==> src/rtl/core/ptlm_pkg.sv <==
package ptlm_pkg;

    localparam int MAX_MARKERS = 64;
    localparam int IDX_W       = $clog2(MAX_MARKERS);
    localparam int CNT_W       = IDX_W + 1;
    localparam int FRAC_BITS   = 16;
    localparam int POS_W       = FRAC_BITS + 1;
    localparam int SLOPE_W     = 24;
    localparam int PROD_W      = 2 * POS_W;
    localparam int DIV_CNT_W   = $clog2(PROD_W);

    localparam logic [POS_W-1:0]   POS_ONE   = POS_W'(1) << FRAC_BITS;
    localparam logic [SLOPE_W-1:0] SLOPE_MAX = '1;

    localparam logic [2:0] CMD_RESET  = 3'd0;
    localparam logic [2:0] CMD_ADD    = 3'd1;
    localparam logic [2:0] CMD_REMOVE = 3'd2;
    localparam logic [2:0] CMD_SETNEW = 3'd3;
    localparam logic [2:0] CMD_O2N    = 3'd4;
    localparam logic [2:0] CMD_N2O    = 3'd5;
    localparam logic [2:0] CMD_SLOPE  = 3'd6;
    localparam logic [2:0] CMD_READ   = 3'd7;

    localparam logic [2:0] ST_OK        = 3'd0;
    localparam logic [2:0] ST_OLD_RANGE = 3'd1;
    localparam logic [2:0] ST_AREAS     = 3'd2;
    localparam logic [2:0] ST_FULL      = 3'd3;
    localparam logic [2:0] ST_BAD_INDEX = 3'd4;
    localparam logic [2:0] ST_TOO_FEW   = 3'd5;

    typedef enum logic [1:0] {
        OP_HOLD,
        OP_RESET,
        OP_REMOVE,
        OP_INSERT
    } cell_op_t;

    typedef struct packed {
        cell_op_t           op;
        logic [CNT_W-1:0]   count;
        logic [IDX_W-1:0]   index;
        logic [POS_W-1:0]   p_old;
        logic [POS_W-1:0]   p_new;
        logic [POS_W-1:0]   ins_old;
    } cell_ctrl_t;

endpackage

==> src/rtl/core/ptlm_div.sv <==
module ptlm_div (
    input  logic                         clk,
    input  logic                         rst_n,
    input  logic                         start,
    input  logic [ptlm_pkg::PROD_W-1:0]  dividend,
    input  logic [ptlm_pkg::POS_W-1:0]   divisor,
    output logic                         done,
    output logic [ptlm_pkg::PROD_W-1:0]  quotient
);
    import ptlm_pkg::*;

    logic [POS_W-1:0]     rem_reg, rem_next;
    logic [PROD_W-1:0]    quo_reg, quo_next;
    logic [POS_W-1:0]     dvs_reg, dvs_next;
    logic [DIV_CNT_W-1:0] cnt_reg, cnt_next;
    logic                 busy_reg, busy_next;
    logic                 done_reg, done_next;
    logic [POS_W:0]       shifted;
    logic                 fits;

    assign shifted  = {rem_reg, quo_reg[PROD_W-1]};
    assign fits     = shifted >= {1'b0, dvs_reg};
    assign done     = done_reg;
    assign quotient = quo_reg;

    always_comb
    begin
        rem_next  = rem_reg;
        quo_next  = quo_reg;
        dvs_next  = dvs_reg;
        cnt_next  = cnt_reg;
        busy_next = busy_reg;
        done_next = 1'b0;
        if (start)
        begin
            rem_next  = '0;
            quo_next  = dividend;
            dvs_next  = divisor;
            cnt_next  = '0;
            busy_next = 1'b1;
        end
        else if (busy_reg)
        begin
            rem_next = fits ? POS_W'(shifted - {1'b0, dvs_reg}) : shifted[POS_W-1:0];
            quo_next = {quo_reg[PROD_W-2:0], fits};
            cnt_next = cnt_reg + 1'b1;
            if (cnt_reg == DIV_CNT_W'(PROD_W - 1))
            begin
                busy_next = 1'b0;
                done_next = 1'b1;
            end
        end
    end

    always_ff @(posedge clk or negedge rst_n)
    begin
        if (!rst_n)
        begin
            busy_reg <= 1'b0;
            done_reg <= 1'b0;
            cnt_reg  <= '0;
        end
        else
        begin
            busy_reg <= busy_next;
            done_reg <= done_next;
            cnt_reg  <= cnt_next;
        end
    end

    always_ff @(posedge clk)
    begin
        rem_reg <= rem_next;
        quo_reg <= quo_next;
        dvs_reg <= dvs_next;
    end

endmodule

==> config.mk <==
export PLATFORM = sky130hd
export DESIGN_NAME = ptlm_div
export DESIGN_NICKNAME = d
export VERILOG_FILES = /design/src/rtl/core/ptlm_pkg.sv /design/src/rtl/core/ptlm_div.sv
export SDC_FILE = /design/constraint.sdc
export NUM_CORES = 1
export LEC_CHECK = 0
export ABC_AREA = 1
export BUFFER_PORTS_ARGS = -buffer_cell sky130_fd_sc_hd__buf_2
export CORE_ASPECT_RATIO = 0.9
export CORE_MARGIN = 2
export CORE_UTILIZATION = 45
export CTS_CLUSTER_SIZE = 8
export DETAILED_ROUTE_END_ITERATION = 10
export GPL_ROUTABILITY_DRIVEN = 0
export HOLD_SLACK_MARGIN = 0.15
export PLACE_DENSITY = 0.79
export SYNTH_ARGS = -nofsm -noshare
export SYNTH_HDL_FRONTEND = slang
export SYNTH_SLANG_ARGS = --single-unit
==> constraint.sdc <==
create_clock -name clk -period 2.1 [get_ports clk]
set_input_delay 0.21 -clock clk [delete_from_list [all_inputs] [get_ports clk]]
set_output_delay 0.21 -clock clk [all_outputs]
set_load 0.005 [all_outputs]
After elaboration in Yosys (flattened, before gate mapping)
Cells that the tools add are included.
{"block": "totals", "in_bits": 54, "register_bits": 76, "output_inout_bits": 35, "wordCells": 22}
{"block": "classes", "order_cmp": 1, "reduce_logical": 1, "addsub": 2, "n_mux": 11, "eq_ne": 1}
{"operator": "$mux W34", "n": 2}
{"operator": "$ge A18 B17 Y1", "n": 1}
{"operator": "$mux W17", "n": 1}
{"operator": "$sub A17 B17 Y17", "n": 1}
{"operator": "$mux W6", "n": 2}
{"operator": "$add A6 B1 Y6 const B", "n": 1}
{"operator": "$eq A6 B6 Y1 const B", "n": 1}
{"operator": "$mux W1", "n": 6}
{"operator": "$reduce_bool A2 Y1", "n": 1}

Depth between registers and ports, before layout
Gate-level depths: netlist of the first run.
{"block": "logic_depth", "ltp_word": 4, "mapped_depth": 15, "ltp_nobuf": 14}

Least setup slack after synthesis of the first run
Ideal clock, no wire load.
{"block": "synth_timing", "path_type": "register -> register", "from": "register quo_reg[33] (netlist: quotient[33])", "to": "register quo_reg[0] (netlist: quotient[0]) (data pin)", "required_time_ns": 1.832, "path_slack_ns": 0.145, "arrival_ns": 1.687, "synth_period_minus_slack_ns": 1.955, "path_stages_with_launch": 11, "cell_sequence": "edfxtp_1 -> inv_1 -> ha_1 -> inv_1 -> fa_1 -> nand3_1 -> nand3_2 -> nand2_2 -> buf_4 -> buf_6 -> a31oi_1"}
{"block": "synth_between", "elab_chain_cells": 3}
{"element": "from (decl)", "line": "ptlm_div.sv:13", "rtl": "logic [PROD_W-1:0] quo_reg, quo_next;"}
{"element": "from (signal assigned)", "line": "ptlm_div.sv:74", "rtl": "quo_reg <= quo_next;"}
{"element": "$ge A18 B17 Y1", "line": "ptlm_div.sv:22", "rtl": "assign fits = shifted >= {1'b0, dvs_reg};"}
{"element": "$mux W34", "line": "ptlm_div.sv:42", "rtl": "else if (busy_reg)"}
{"element": "$mux W34", "line": "ptlm_div.sv:34", "rtl": "if (start)"}
{"element": "named net quo_next[0]", "line": "ptlm_div.sv:13"}
The timed path passes the listed nets, and every way through them passes these cells. The select of a mux whose other input is x is not followed.
A chain may end at the register's enable or synchronous reset.

Worst setup path in the final report of the first run
{"block": "layout_timing", "from": "register quo_reg[33] (netlist: quotient[33])", "to": "register rem_reg[2]"}
{"block": "layout_between", "elab_chain_cells": 2, "elab_cells_between_ends": 3, "cone_classes": "1 x add/sub; 1 x order compare; 1 x mux"}
{"element": "$sub A17 B17 Y17 or $ge A18 B17 Y1 (tied branches)", "line": "ptlm_div.sv:44, ptlm_div.sv:22"}
{"element": "$mux W17 *", "line": "ptlm_div.sv:44", "rtl": "rem_next = fits ? POS_W'(shifted - {1'b0, dvs_reg}) : shifted[POS_W-1:0];"}
{"element": "to (signal assigned)", "line": "ptlm_div.sv:73", "rtl": "rem_reg <= rem_next;"}
{"element": "to (decl)", "line": "ptlm_div.sv:12", "rtl": "logic [POS_W-1:0] rem_reg, rem_next;"}
Every way passes the cells marked *; elsewhere a longest branch is shown, timed or not.

==> run_results.csv, run 1 <==
group,metric,value,unit
outcome,outcome,"finished clean",
timing,relSlewSlack,0.672,
route,wl,11.2,mm
power_and_ir_drop,power.density,958,nW/µm²
yosys,syn_inst,550,
yosys,synthesis.area,4280,µm²
yosys,synth_ff_type,"edfxtp_1",
setup_path,ff2ff_path_depth,11,
cells_and_area,antenna_cells,0,
route,first_pass_iters,5,
route,viasPerCell,4.92,
grt,overflow,0,
hold_path,hold_start,"dividend[0]",
clock_tree,clkSinkCount,76,
timing,finClkSkew,0.0210,ns
floorplanning,dieHeight,96.5,µm
grt,grt_max_degree,44,
floorplanning,start_util,0.467,
setup_path,end_kind,"flop",
grt,antenna_found_initial,0,
setup_path,r2r_slack,0.05,ns
setup_path,rr_startpoint,"quotient[33]",
floorplanning,pin_count,89,
setup_path,crit_arrival,2.28,ns
yosys,yosys.area.top_type,"edfxtp_1",
floorplanning,rows,33,
floorplanning,fp.dieW,107,µm
yosys,yosys_warnings,0,
timing,timing_worst_slew_pin_value,0.492,ns
setup_path,rr_endpoint,"rem_reg[2]",
job,drv_cap,0,
cells_and_area,final_cells,830,
hold_path,hp-class,"input pin to flop",
setup_path,crit_required,2.33,ns
grt,grt_pass1_wl,17.5,mm
yosys,ys_ff_latch,76,
route,route.antenna.remaining_nets,0,
route,num_vias,4082,
route,drtIter0Drc,330,
clock_tree,clock_latency,0.37,ns
timing,whs,0.203,ns
place,hpwlAfterDp,7.18,mm
floorplanning,die-area,10300,µm²
route,wl_per_cell,13.5,µm
grt,groute.usage.overall,0.217,
place,dpl.cell_count,759,
timing,rsz0062_at_grt,"yes",
clock_tree,path_clk_slew,0.09,ns
yosys,yosysTopAreaCellShare,0.358,
cells_and_area,syn_to_final_growth,35.0,%
setup_path,start_kind,"flop",
hold_path,min_path_cells,3,
timing,hold_viol,0,
power_and_ir_drop,vdd_drop_max,0.000484,V
yosys,yosys-top-cells-count,"nand2_1 (224), inv_1 (82), edfxtp_1 (51)",
cells_and_area,nets,777,
timing,slew_viol_final,0,
cells_and_area,nFillCells,758,
clock_tree,cts_tree,"yes",
yosys,syn_avg_cell_area,7.78,µm²
yosys,async_reset_ff_frac,0.105,
clock_tree,root_buffer,"clkbuf_8",
power_and_ir_drop,p_leak,0.00298,µW
place,port_buffers,88,
clock_tree,cts_max_path_buffers,2,
yosys,synth_edf_count,51,
route,drc,0,
clock_tree,cts_buffers,9,
setup_path,worstSetupPathType,"flop to flop",
cells_and_area,drive_above_1_share,0.213,
hold_path,min_to,"quotient[0]",
yosys,ys_seq_area_frac,0.484,
cells_and_area,largest_reg_flops,34,
yosys,synth_fp_nets,624,
timing,fin_crit_sh,0.977,
yosys,synth_area_leaders,"edfxtp_1 (36%), nand2_1 (20%), dfxtp_1 (8.0%), inv_1 (7.2%), ha_1 (5.6%)",
power_and_ir_drop,p_total,5530,µW
grt,grt_pass1_vias,3832,
clock_tree,cts_max_level,3,
timing,period_minus_slack,2.05,ns
floorplanning,core-area,9170,µm²
yosys,synth.distinct_cells,28,
yosys,synth_most_common_cell,"nand2_1",
place,dpl_cell_area,4890,µm²
cells_and_area,postLayoutCellArea,5780,µm²
setup_path,worst-path-max-fanout,8,
timing,fmax,487,MHz
timing,finalSetupViolCount,0,
placed cells by master, fill, tap and decap left out, types with 4 or more instances in the layout:
cell type	count
nand3_1	44
nand2_2	8
nand3b_1	7
nor2_1	22
xnor2_1	5
nand2_1	216
ha_1	15
inv_1	81
a21oi_1	14
edfxtp_1	51
buf_2	88
nor2_2	4
clkbuf_8	9
dlygate4sd3_1	51
buf_4	15
nand3_2	4
dfxtp_1	17
o21ai_0	9
dfrtp_1	8
nor3_1	7
cell type report:
class                           instances  area, µm²  area share
Sequential cell                        76       2070       0.359
Timing Repair Buffer                  157       1100       0.190
Inverter                               82        308      0.0533
Clock buffer                            9        124      0.0214
Clock inverter                          7       76.3      0.0132
Tap cell                              122        153      0.0264
Multi-Input combinational cell        377       1950       0.337
stage by stage:
step	setup WS, ns	setup TNS [ns]	utilization
4_1_cts	0.0136	0	0.614
6_report	0.0476	0	0.630
2_1_floorplan	0.145	0	-
3_3_place_gp	0.0536	0	0.533
5_1_grt	-0.0120	-0.0188	0.630
3_5_place_dp	-0.0671	-0.335	0.533
power breakdown:
group / total (µW) / internal [µW] / switching (µW)
clock: 1140 / 477 / 661
sequential: 2020 / 1850 / 170
combinational: 2380 / 994 / 1390
per-layer routing:
metal,share of wire,vias to the layer above,global-route usage,wire length (µm)
li1,-,2046,-,-
met1,0.43,1857,0.276,4790
met2,0.50,159,0.359,5620
met3,0.058,20,0.0510,656
met4,0.014,0,0.0920,157
met5,0,-,0,0
cell families (layout without fill, tap and decap cells):
| logic type | after synthesis | count (layout) | share of synthesized area |
|---|---|---|---|
| buffers and inverters | 97 | 255 | 0.0930 |
| flip-flops | 76 | 76 | 0.484 |
| AO/OA/AOI/OAI | 29 | 29 | 0.0357 |
| AND/OR/NAND/NOR | 321 | 321 | 0.313 |
| XOR/XNOR | 7 | 7 | 0.0143 |
| adder cells (fa/ha/maj) | 20 | 20 | 0.0602 |
worst max path at each step:
| stage | startpoint | end | slack [ns] | cells past startpoint |
|---|---|---|---|---|
| after detailed placement | quotient[33] | rem_reg[2] | -0.07 | 11 |
| after CTS | quotient[33] | rem_reg[2] | 0.01 | 11 |
| after global placement | quotient[33] | rem_reg[9] | 0.05 | 11 |
| final | quotient[33] | rem_reg[2] | 0.05 | 11 |
| after global routing | dvs_reg[9] | rem_reg[2] | -0.01 | 13 |
| after floorplan | quotient[33] | quotient[0] | 0.15 | 10 |
critical path, stage by stage (launching register included):
cell and delay (ns):
edfxtp_1 0.42, inv_2 0.08, ha_1 0.14, inv_1 0.09
fa_2 0.42, nand3_2 0.13, nand3_4 0.11, nand2_8 0.11
buf_6 0.14, nand3_1 0.08, nand3_1 0.11, o21ai_1 0.10
repair_timing:
item                                    in CTS  in global routing
endpoints found under the setup margin      16                 18
cloned                                       0                  0
hold endpoints to repair                    58                  0
setup buffers                                2                  2
gates resized for setup                      4                 29
hold buffers                                51                  0
pin swaps                                    1                  7
(Power assumes the default switching activity.)
==> run 2, diff against run 1 <==
Settings changed: ABC_AREA 1 to not set.
==> run_results.csv, run 2 <==
group,metric,value,unit
floorplanning,pin_count,89,
power_and_ir_drop,p_leak,0.00258,µW
cells_and_area,layout_commonest_cell,"buf_2",
clock_tree,clkSinkCount,76,
setup_path,start_kind,"flop",
clock_tree,cts_tree,"yes",
grt,grt_pass1_vias,3720,
yosys,yosys_warnings,0,
place,hpwlAfterDp,7.29,mm
setup_path,worst-path-max-fanout,3,
setup_path,cpPeakStageDelay,0.39,ns
cells_and_area,final_cell_mix,"buf_2 (88), buf_4 (55), edfxtp_1 (51), dlygate4sd3_1 (46), mux2_2 (34)",
yosys,syn_inst,348,
yosys,synthesis.area,4030,µm²
timing,hold_viol,0,
timing,slew_viol_final,0,
setup_path,worstPathCellList,"inv_1, ha_2, inv_2, fa_2, a21o_1, a221oi_4, o31ai_4, o31ai_4, nand2_2, mux2_2",
timing,finClkSkew,0.0105,ns
yosys,async_reset_ff_frac,0.105,
grt,grt_max_degree,49,
yosys,synth_area_leaders,"edfxtp_1 (38%), mux2_2 (9.5%), dfxtp_1 (8.4%), ha_1 (5.9%), dfrtp_1 (5.0%)",
cells_and_area,largest_reg_flops,34,
clock_tree,clock_latency,0.37,ns
clock_tree,cts_buffers,9,
place,port_buffers,88,
timing,fin_crit_sh,1.24,
timing,whs,0.158,ns
floorplanning,fp.dieW,104,µm
timing,fmax,384,MHz
yosys,synth_fp_nets,422,
grt,overflow,0,
grt,groute.usage.overall,0.238,
route,wl_per_cell,17.3,µm
timing,rsz0062_at_grt,"yes",
timing,finalSetupViolCount,18,
yosys,yosys-top-cells-count,"edfxtp_1 (51), mux2_2 (34), inv_1 (24)",
setup_path,critical-path-slowest-cell,"edfxtp_1",
yosys,yosys.area.top_type,"edfxtp_1",
power_and_ir_drop,vdd_drop_max,0.000577,V
timing,relSlewSlack,0.611,
yosys,synth.distinct_cells,53,
route,route.antenna.remaining_nets,0,
route,wl,11.4,mm
timing,post-route-worst-setup-slack,-0.507,ns
timing,tns,-8.24,ns
cells_and_area,antenna_cells,0,
route,first_pass_iters,5,
hold_path,hp-class,"input pin to flop",
clock_tree,root_buffer,"clkbuf_8",
yosys,ys_seq_area_frac,0.514,
setup_path,end_kind,"flop",
yosys,synth_most_common_cell,"edfxtp_1",
route,drc,0,
outcome,outcome,"finished with violations",
timing,period_minus_slack,2.61,ns
floorplanning,rows,32,
cells_and_area,drive_above_1_share,0.408,
setup_path,crit_buf_inv,2,
yosys,synth_ff_type,"edfxtp_1",
floorplanning,start_util,0.466,
yosys,yosysTopAreaCellShare,0.380,
power_and_ir_drop,power.density,689,nW/µm²
route,num_vias,3593,
yosys,synth_edf_count,51,
cells_and_area,syn_to_final_growth,43.9,%
floorplanning,core-area,8650,µm²
yosys,syn_avg_cell_area,11.6,µm²
floorplanning,die-area,9740,µm²
route,viasPerCell,5.42,
timing,timing_worst_slew_pin_value,0.584,ns
clock_tree,cts_max_level,3,
job,drv_cap,0,
setup_path,crit_required,2.23,ns
grt,grt_pass1_wl,18.0,mm
route,drtIter0Drc,282,
floorplanning,dieHeight,93.8,µm
setup_path,crit_top_cell,"o31ai_4",
place,place_ws,-0.576,ns
clock_tree,path_clk_slew,0.08,ns
cells_and_area,nets,613,
yosys,ys_ff_latch,76,
clock_tree,cts_max_path_buffers,2,
setup_path,crit_family,"compound AO/OA/AOI/OAI gates",
setup_path,crit_arrival,2.73,ns
outcome,violations,"setup timing",
grt,antenna_found_initial,0,
setup_path,worstSetupPathType,"flop to flop",
power_and_ir_drop,p_total,4000,µW
run 2: changes by cell type after synthesis, moves of 6 or more:
cell and delta:
nand2_1 -203, inv_1 -58, nand3_1 -35, mux2_2 +34
xor2_1 +12, a21o_1 +7, nand3b_1 -7, o211ai_1 +7
nand4_1 +6, nor3_1 -6
run 2: power breakdown:
group          switching, µW  leakage, µW  internal (µW)  total, µW
clock network            623     0.000112            678       1300
logic                    417      0.00170            470        887
registers               75.5     0.000770           1730       1810
run 2: layer usage:
layer	global-route usage	wire length, µm	vias to the layer above
li1	-	-	1685
met1	0.277	4810	1697
met2	0.408	5420	184
met3	0.0846	989	27
met4	0.0878	234	0
met5	0	0	-
run 2: what timing repair did:
| item | 4_1_cts | 5_1_grt |
|---|---|---|
| hold endpoints to repair | 50 | 3 |
| endpoints found under the setup margin | 18 | 18 |
| gates resized for setup | 14 | 15 |
| setup buffers | 3 | 4 |
| hold buffers | 43 | 3 |
| pin swaps | 12 | 5 |
| cloned | 1 | 0 |
run 2: worst paths after layout:
kind                              startpoint          end  slack, ns  depth (start not counted)
worst min-delay path             dividend[9]  quotient[9]       0.16                          2
min in group asynchronous              rst_n   cnt_reg[3]       0.21                          2
worst max-delay path            quotient[33]  quotient[0]      -0.51                         10
worst min register to register    rem_reg[5]   rem_reg[5]       0.52                          2
worst max register to register  quotient[33]  quotient[0]      -0.51                         10
max in group asynchronous              rst_n   cnt_reg[2]       1.72                          2
run 2: per-stage QoR:
stage	cell area, µm²	utilization	std cells
3_5_place_dp	4970	0.574	593
4_1_cts	5700	0.659	656
5_1_grt	5800	0.671	663
3_3_place_gp	4970	0.574	593
2_1_floorplan	4040	-	348
6_report	5800	0.671	663
run 2: final cells by class:
| class | instances | area (µm²) |
|---|---|---|
| Clock inverter | 7 | 98.8 |
| Inverter | 24 | 90.1 |
| Fill cell | 636 | 2840 |
| Timing Repair Buffer | 194 | 1380 |
| Clock buffer | 9 | 124 |
| Tap cell | 119 | 149 |
| Sequential cell | 76 | 2070 |
| Multi-Input combinational cell | 234 | 1890 |
run 2: worst register-to-register path, cell delays in order (launching register included):
cell,delay (ns)
edfxtp_1,0.39
inv_1,0.07
ha_2,0.18
inv_2,0.04
fa_2,0.33
a21o_1,0.20
a221oi_4,0.35
o31ai_4,0.13
o31ai_4,0.28
nand2_2,0.12
mux2_2,0.28
run 2: cells by family after synthesis:
logic type / Yosys count / synth area share
buf+inv: 38 / 0.0375
mux: 34 / 0.0949
fa+ha+maj: 20 / 0.0639
xor+xnor: 16 / 0.0348
compound gates: 73 / 0.137
flops: 76 / 0.514
simple gates: 91 / 0.118
